`src/rtl/core/mlbpe_pkg.sv`:
```
package mlbpe_pkg;

    localparam int LED_SLOTS = 9;
    localparam int NUM_LEDS_DEFAULT = 9;
    localparam int CFG_INDEX_W = 8;
    localparam int CFG_DATA_W = 64;
    localparam int COUNT_W = 6;
    localparam int DUR_W = 16;
    localparam int TIME_W = 32;

    typedef enum logic [0:0] {
        OP_UPDATE  = 1'b0,
        OP_STARTUP = 1'b1
    } opcode_t;

    localparam logic [CFG_INDEX_W-1:0] CFG_MODE      = 8'd0;
    localparam logic [CFG_INDEX_W-1:0] CFG_COUNTS    = 8'd1;
    localparam logic [CFG_INDEX_W-1:0] CFG_ON_LO     = 8'd2;
    localparam logic [CFG_INDEX_W-1:0] CFG_ON_HI     = 8'd3;
    localparam logic [CFG_INDEX_W-1:0] CFG_OFF_LO    = 8'd4;
    localparam logic [CFG_INDEX_W-1:0] CFG_OFF_HI    = 8'd5;
    localparam logic [CFG_INDEX_W-1:0] CFG_LAST_LED  = 8'd6;
    localparam logic [CFG_INDEX_W-1:0] CFG_STARTUP   = 8'd7;

    // per-lane strobes for the current request
    typedef struct packed {
        logic step;
        logic force_on;
        logic force_off;
    } lane_ctrl_t;

    // pick a 16-bit duration: lanes 0..3 from lo, 4..7 from hi, lane 8 from last
    function automatic logic [DUR_W-1:0] lane_duration(
        input logic [3:0]  idx,
        input logic [63:0] lo,
        input logic [63:0] hi,
        input logic [15:0] last
    );
        logic [DUR_W-1:0] d;
        if (idx < 4'd4) begin
            d = lo[{idx[1:0], 4'b0000} +: DUR_W];
        end else if (idx < 4'd8) begin
            d = hi[{idx[1:0], 4'b0000} +: DUR_W];
        end else begin
            d = last;
        end
        return d;
    endfunction

endpackage

```
`src/rtl/core/mlbpe_lane.sv`:
```
module mlbpe_lane
    import mlbpe_pkg::*;
(
    input  logic               aclk,
    input  logic               aresetn,
    input  lane_ctrl_t         ctrl,
    input  logic [TIME_W-1:0]  now_ms,
    input  logic               enable,
    input  logic               continuous,
    input  logic [COUNT_W-1:0] count,
    input  logic [DUR_W-1:0]   on_time,
    input  logic [DUR_W-1:0]   off_time,
    output logic               pin_next
);

    logic               pin_reg, lit_reg, run_reg;
    logic               lit_next, run_next;
    logic [COUNT_W-1:0] cnt_reg, cnt_next;
    logic [TIME_W-1:0]  phase_reg, phase_next;

    logic               pin_in;
    logic [TIME_W-1:0]  elapsed;
    logic [DUR_W-1:0]   dur;
    logic               expired;
    logic [COUNT_W:0]   cnt_inc;
    logic               endless;

    assign pin_in  = ctrl.force_off ? 1'b0 : pin_reg;
    assign elapsed = now_ms - phase_reg;
    assign dur     = lit_reg ? on_time : off_time;
    assign expired = elapsed >= {{(TIME_W-DUR_W){1'b0}}, dur};
    assign cnt_inc = {1'b0, cnt_reg} + {{COUNT_W{1'b0}}, 1'b1};
    assign endless = (count == '0);

    always_comb begin
        pin_next   = pin_in;
        lit_next   = lit_reg;
        run_next   = run_reg;
        cnt_next   = cnt_reg;
        phase_next = phase_reg;
        if (ctrl.force_on) begin
            pin_next = 1'b1;
        end else if (ctrl.step) begin
            priority if (continuous) begin
                if (!enable) begin
                    pin_next   = 1'b0;
                    lit_next   = 1'b0;
                    run_next   = 1'b0;
                    cnt_next   = '0;
                    phase_next = '0;
                end else if (!lit_reg) begin
                    pin_next = 1'b1;
                    lit_next = 1'b1;
                end
            end else if (!endless && enable && !run_reg) begin
                cnt_next   = '0;
                run_next   = 1'b1;
                lit_next   = 1'b1;
                phase_next = now_ms;
                pin_next   = 1'b1;
            end else if (!endless && run_reg) begin
                if (expired) begin
                    phase_next = now_ms;
                    if (lit_reg) begin
                        pin_next = 1'b0;
                        lit_next = 1'b0;
                    end else if (cnt_inc >= {1'b0, count}) begin
                        pin_next   = 1'b0;
                        lit_next   = 1'b0;
                        run_next   = 1'b0;
                        cnt_next   = '0;
                        phase_next = '0;
                    end else begin
                        cnt_next = cnt_inc[COUNT_W-1:0];
                        pin_next = 1'b1;
                        lit_next = 1'b1;
                    end
                end
            end else if (endless) begin
                if (!enable) begin
                    pin_next   = 1'b0;
                    lit_next   = 1'b0;
                    run_next   = 1'b0;
                    cnt_next   = '0;
                    phase_next = '0;
                end else if (!run_reg) begin
                    cnt_next   = '0;
                    run_next   = 1'b1;
                    lit_next   = 1'b1;
                    phase_next = now_ms;
                    pin_next   = 1'b1;
                end else if (expired) begin
                    phase_next = now_ms;
                    pin_next   = !lit_reg;
                    lit_next   = !lit_reg;
                end
            end else begin
                pin_next = pin_in;
            end
        end
    end

    always_ff @(posedge aclk) begin
        if (!aresetn) begin
            pin_reg   <= 1'b0;
            lit_reg   <= 1'b0;
            run_reg   <= 1'b0;
            cnt_reg   <= '0;
            phase_reg <= '0;
        end else begin
            pin_reg   <= pin_next;
            lit_reg   <= lit_next;
            run_reg   <= run_next;
            cnt_reg   <= cnt_next;
            phase_reg <= phase_next;
        end
    end

endmodule

```
`src/rtl/core/multi_led_blink_pattern_engine.sv`:
```
// An accepted request's result is written into the output register. One request is
// taken per cycle unless the output register holds data and m_ready is low; every
// LED lane updates in parallel (one 32-bit subtract and compare per lane sets the
// clock path). A new request is taken while the output register drains to the
// consumer. Reset (aresetn, synchronous, active low): config registers, LED state,
// start-up flash state and the output register are cleared.
module multi_led_blink_pattern_engine
    import mlbpe_pkg::*;
#(
    parameter int NUM_LEDS = NUM_LEDS_DEFAULT
) (
    input  logic                   aclk,
    input  logic                   aresetn,

    input  logic                   cfg_valid,
    output logic                   cfg_ready,
    input  logic [CFG_INDEX_W-1:0] cfg_index,
    input  logic [CFG_DATA_W-1:0]  cfg_data,

    input  logic                   s_valid,
    output logic                   s_ready,
    input  logic                   s_opcode,
    input  logic [TIME_W-1:0]      s_now_ms,
    input  logic [LED_SLOTS-1:0]   s_enable_mask,

    output logic                   m_valid,
    input  logic                   m_ready,
    output logic [LED_SLOTS-1:0]   m_led_levels,
    output logic                   m_builtin_led
);

    logic [LED_SLOTS-1:0]           mode_reg;
    logic [LED_SLOTS*COUNT_W-1:0]   counts_reg;
    logic [63:0]                    on_lo_reg, on_hi_reg, off_lo_reg, off_hi_reg;
    logic [31:0]                    last_reg;
    logic [DUR_W-1:0]               startup_reg;

    logic                           flash_run_reg, flash_run_next;
    logic [TIME_W-1:0]              flash_begin_reg, flash_begin_next;
    logic                           builtin_reg, builtin_next;

    logic                           m_valid_reg;
    logic [LED_SLOTS-1:0]           m_levels_reg;
    logic                           m_builtin_reg;

    logic                           accept, start_req, update_req;
    logic                           hold, flash_end;
    logic [TIME_W-1:0]              flash_elapsed;
    lane_ctrl_t                     lane_ctrl;
    logic [LED_SLOTS-1:0]           pin_vec;

    assign cfg_ready = 1'b1;

    always_ff @(posedge aclk) begin
        if (!aresetn) begin
            mode_reg    <= '0;
            counts_reg  <= '0;
            on_lo_reg   <= '0;
            on_hi_reg   <= '0;
            off_lo_reg  <= '0;
            off_hi_reg  <= '0;
            last_reg    <= '0;
            startup_reg <= '0;
        end else if (cfg_valid) begin
            unique case (cfg_index)
                CFG_MODE:     mode_reg    <= cfg_data[LED_SLOTS-1:0];
                CFG_COUNTS:   counts_reg  <= cfg_data[LED_SLOTS*COUNT_W-1:0];
                CFG_ON_LO:    on_lo_reg   <= cfg_data;
                CFG_ON_HI:    on_hi_reg   <= cfg_data;
                CFG_OFF_LO:   off_lo_reg  <= cfg_data;
                CFG_OFF_HI:   off_hi_reg  <= cfg_data;
                CFG_LAST_LED: last_reg    <= cfg_data[31:0];
                CFG_STARTUP:  startup_reg <= cfg_data[DUR_W-1:0];
                default: ;
            endcase
        end
    end

    assign s_ready    = !m_valid_reg || m_ready;
    assign accept     = s_valid && s_ready;
    assign start_req  = accept && (opcode_t'(s_opcode) == OP_STARTUP);
    assign update_req = accept && (opcode_t'(s_opcode) == OP_UPDATE);

    assign flash_elapsed = s_now_ms - flash_begin_reg;
    assign hold = flash_run_reg &&
                  (flash_elapsed < {{(TIME_W-DUR_W){1'b0}}, startup_reg});
    assign flash_end = update_req && flash_run_reg && !hold;

    always_comb begin
        lane_ctrl.step      = update_req && !hold;
        lane_ctrl.force_on  = start_req;
        lane_ctrl.force_off = flash_end;

        flash_run_next   = flash_run_reg;
        flash_begin_next = flash_begin_reg;
        builtin_next     = builtin_reg;
        if (start_req) begin
            flash_run_next   = 1'b1;
            flash_begin_next = s_now_ms;
            builtin_next     = 1'b1;
        end else if (flash_end) begin
            flash_run_next = 1'b0;
            builtin_next   = 1'b0;
        end
    end

    for (genvar gi = 0; gi < LED_SLOTS; gi++) begin : g_lane
        if (gi < NUM_LEDS) begin : g_on
            mlbpe_lane u_lane (
                .aclk       (aclk),
                .aresetn    (aresetn),
                .ctrl       (lane_ctrl),
                .now_ms     (s_now_ms),
                .enable     (s_enable_mask[gi]),
                .continuous (mode_reg[gi]),
                .count      (counts_reg[gi*COUNT_W +: COUNT_W]),
                .on_time    (lane_duration(4'(gi), on_lo_reg, on_hi_reg, last_reg[15:0])),
                .off_time   (lane_duration(4'(gi), off_lo_reg, off_hi_reg, last_reg[31:16])),
                .pin_next   (pin_vec[gi])
            );
        end else begin : g_off
            assign pin_vec[gi] = 1'b0;
        end
    end

    always_ff @(posedge aclk) begin
        if (!aresetn) begin
            flash_run_reg   <= 1'b0;
            flash_begin_reg <= '0;
            builtin_reg     <= 1'b0;
            m_valid_reg     <= 1'b0;
            m_levels_reg    <= '0;
            m_builtin_reg   <= 1'b0;
        end else begin
            flash_run_reg   <= flash_run_next;
            flash_begin_reg <= flash_begin_next;
            builtin_reg     <= builtin_next;
            if (accept) begin
                m_valid_reg   <= 1'b1;
                m_levels_reg  <= pin_vec;
                m_builtin_reg <= builtin_next;
            end else if (m_ready) begin
                m_valid_reg <= 1'b0;
            end
        end
    end

    assign m_valid       = m_valid_reg;
    assign m_led_levels  = m_levels_reg;
    assign m_builtin_led = m_builtin_reg;

endmodule
```
`config.mk`:
```
export PLATFORM = sky130hd
export DESIGN_NAME = multi_led_blink_pattern_engine
export DESIGN_NICKNAME = d
export VERILOG_FILES = /design/src/rtl/core/mlbpe_pkg.sv /design/src/rtl/core/mlbpe_lane.sv /design/src/rtl/core/multi_led_blink_pattern_engine.sv
export SDC_FILE = /design/constraint.sdc
export NUM_CORES = 2
export LEC_CHECK = 0
export ABC_CLOCK_PERIOD_IN_PS = 6460
export BUFFER_PORTS_ARGS = -buffer_cell sky130_fd_sc_hd__buf_2
export CAP_MARGIN = 30
export CORE_MARGIN = 4
export CORE_UTILIZATION = 42
export CTS_BUF_LIST = sky130_fd_sc_hd__clkbuf_8 sky130_fd_sc_hd__clkbuf_16
export DETAILED_ROUTE_END_ITERATION = 6
export PLACE_DENSITY = 0.63
export SETUP_SLACK_MARGIN = 0.05
export SYNTH_ARGS = -nofsm -noshare
export SYNTH_HDL_FRONTEND = slang
export SYNTH_SLANG_ARGS = --single-unit
```
`constraint.sdc`:
```
create_clock -name aclk -period 6.46 [get_ports aclk]
set_input_delay 0.323 -clock aclk [delete_from_list [all_inputs] [get_ports aclk]]
set_output_delay 0.323 -clock aclk [all_outputs]
set_load 0.01 [all_outputs]
```
==> impl_metrics.json <==
{
  "grt_overflow": 0,
  "setup_viol": 0,
  "drtPass1Iterations": 7,
  "root_buffer": "clkbuf_16",
  "synth_fp_nets": 8325,
  "critPathTopFamily": "simple AND/OR/NAND/NOR gates",
  "path_buf_inv": 6,
  "worstPathRequired_ps": 7070,
  "fin_util": 0.4749,
  "power.total_mw": 13.78,
  "hold_viol": 0,
  "path_clk_slew_ps": 60,
  "cp_max_fo": 64,
  "fin_crit_sh": 0.9402,
  "slew_headroom": 0.1745,
  "dieArea_sq_um": 141700,
  "synth_seq_cells": 781,
  "start_kind": "input pin",
  "leakage_nw": 23.15,
  "grt_pass1_vias": 52130,
  "worst_slew_pin_slew_ps": 1237,
  "cp_slowest_cell": "dlygate4sd3_1",
  "rsz0062_at_grt": "no",
  "hold_ws_ps": 32.76,
  "fp.coreArea_sq_um": 134100,
  "rr_worst_depth": 26,
  "cellPowerDensity_nw_per_um2": 216.4,
  "critical_path.max_stage_delay_ps": 530,
  "dp.cells": 9264,
  "layout.nets": 8314,
  "cts_tree": "done",
  "setup_tns_ps": 0,
  "routedWlPerCell_um": 21.43,
  "ir_drop_uv": 220.2,
  "clockBufferDepth": 3,
  "track_usage": 0.2769,
  "synth_edf_count": 0,
  "clock_sinks": 781,
  "drive_gt1_frac": 0.07975,
  "ys_async_sr_fraction": 0,
  "fp-row-count": 134,
  "vias": 55980,
  "cts_max_level": 3,
  "drv_cap": 0,
  "antenna_found_initial": 10,
  "period_minus_slack_ps": 6074,
  "synth.distinct_cells": 103,
  "avgSynthCellArea_sq_um": 7.439,
  "routed_wl_um": 203500,
  "gp_congestion": 0.9625,
  "drt_iter0_drc": 4466,
  "syn_area_sq_um": 57010,
  "synthFlopType": "dfxtp_1",
  "synthCells": 7664,
  "crit_path_end_kind": "register",
  "outcome": "finished, final reports clean",
  "detail-route-antenna-nets": 0,
  "post_cts.repair.setup_buffers": 0,
  "cts_made_buffers": 93,
  "worstSetupPathType": "input pin to register",
  "fp.dieH_um": 376.4,
  "dp_hpwl_um": 147200,
  "start_util": 0.4250,
  "grt_pass1_wl_um": 310100,
  "die_w_um": 376.4,
  "hold_depth": 3,
  "yosysWarnings": 0,
  "arrival_ps": 6680,
  "clock-skew-final_ps": 42.25,
  "fmax_ghz": 0.1646,
  "port-buffer-count": 130,
  "path_depth": 28,
  "seq_area_frac_synth": 0.2743,
  "drc": 0,
  "fin_cells": 9496,
  "via_per_inst": 5.895,
  "largest_reg_flops": 288,
  "hold_class": "input pin to register",
  "ioPinCount": 132,
  "slew_violations": 0,
  "synthToLayoutAreaGrowth_pct": 11.74,
  "grt_max_degree": 154,
  "clkLatencyLatePin_ps": 720
}
-- layout make-up --
type	count	area, sq um
Tap cell	1768	2212
Clock inverter	53	703.2
Antenna cell	4	10.01
Clock buffer	113	2625
Inverter	487	1836
Sequential cell	781	15640
Fill cell	13340	70430
Timing Repair Buffer	348	2723
Multi-Input combinational cell	5942	37960
-- kinds of logic (layout without fill, tap and decap cells) --
logic type,Yosys count,count (layout),share of synthesized area
and+or+nand+nor,2747,2748,0.2212
AOI/OAI and AO/OA,2105,2105,0.2294
buffers and inverters,942,1001,0.06314
DFF,781,781,0.2743
adders and majority gates,542,542,0.1203
muxes,305,305,0.05458
xor gates and xnor gates,241,241,0.03702
other,1,5,0.00006578
-- report_power, final --
part,total [mW],switching [mW],internal (mW)
Combinational,3.04,1.91,1.13
Sequential,4.97,0.0692,4.90
Clock,5.78,2.33,3.45
Total,13.8,4.30,9.48
-- worst paths after layout --
| kind | to | startpoint | slack [ps] |
|---|---|---|---|
| max | g_lane[1].g_on.u_lane.phase_reg[29] | s_now_ms[2] | 390 |
| min reg2reg | g_lane[7].g_on.u_lane.phase_reg[26] | g_lane[7].g_on.u_lane.phase_reg[26] | 450 |
| min | off_lo_reg[3] | cfg_data[3] | 30 |
| max reg2reg | g_lane[5].g_on.u_lane.phase_reg[3] | flash_begin_reg[7] | 420 |
-- cells in the final DEF, fill, tap and decap left out, drive strengths merged, types with 53 or more instances in the layout --
cell type	n
xor2	92
clkbuf	113
nand3	357
ha	532
o31ai	53
xnor2	149
dfxtp	781
a21oi	944
a21o	174
a211oi	70
nor2	356
o21a	64
nand2b	104
buf	291
dlygate4sd3	57
nand4	139
mux2i	258
inv	502
o211ai	60
o2111ai	59
and3	55
o21ai	325
nand2	1344
nor3	84
-- what timing repair did --
item	CTS	global route
resized for setup	0	2
hold buffers	57	0
endpoints found under the hold margin	267	0
setup endpoints to repair	0	60
-- cell usage after synthesis, drive strengths merged (20+ instances only) --
library cell	count	share of area
mux2	47	0.0093
inv	486	0.032
a2111oi	22	0.0035
or3	35	0.0039
nor3	84	0.0074
o211ai	60	0.0080
buf	81	0.0065
ha	532	0.12
xor2	92	0.014
dfxtp	781	0.27
a31oi	47	0.0052
o31ai	53	0.0071
nand4	139	0.015
a211oi	70	0.0092
nor2	355	0.023
a221oi	20	0.0032
nor4	38	0.0045
xnor2	149	0.023
and2	39	0.0043
o21bai	43	0.0057
clkbuf	374	0.025
o21a	64	0.0084
nor2b	49	0.0054
o21ai	325	0.029
and3	55	0.0060
o2111ai	59	0.0091
a21o	174	0.023
nor3b	20	0.0026
mux2i	258	0.045
and4	21	0.0032
a21oi	944	0.083
nand3b	21	0.0028
nand3	357	0.031
a211o	21	0.0032
nand2	1344	0.088
or2	46	0.0050
nand2b	104	0.011
-- per-stage QoR --
stage	area [sq um]	setup WS, ps
detailed placement	59700	295.8
CTS	63600	418.7
global placement	59670	388.7
finish	63700	386.0
floorplan	57010	734.9
global route	63690	57.19
-- layer usage --
layer,vias to the layer above,share of wire,GRT usage
met3,353,0.070,0.04342
met2,1875,0.44,0.4397
li1,27130,-,-
met4,2,0.043,0.1015
met5,-,0.000059,0
met1,26620,0.45,0.3794
-- worst reg2reg max path, delay by kind of cell, from the launching register on --
family,cells,cell delay [ps]
compound gates,9,2110
simple gates,9,1610
buf+inv,4,740
fa+ha+maj,2,640
flops,1,330
mux,1,330
xor+xnor,1,190
(Power assumes the default switching activity.)
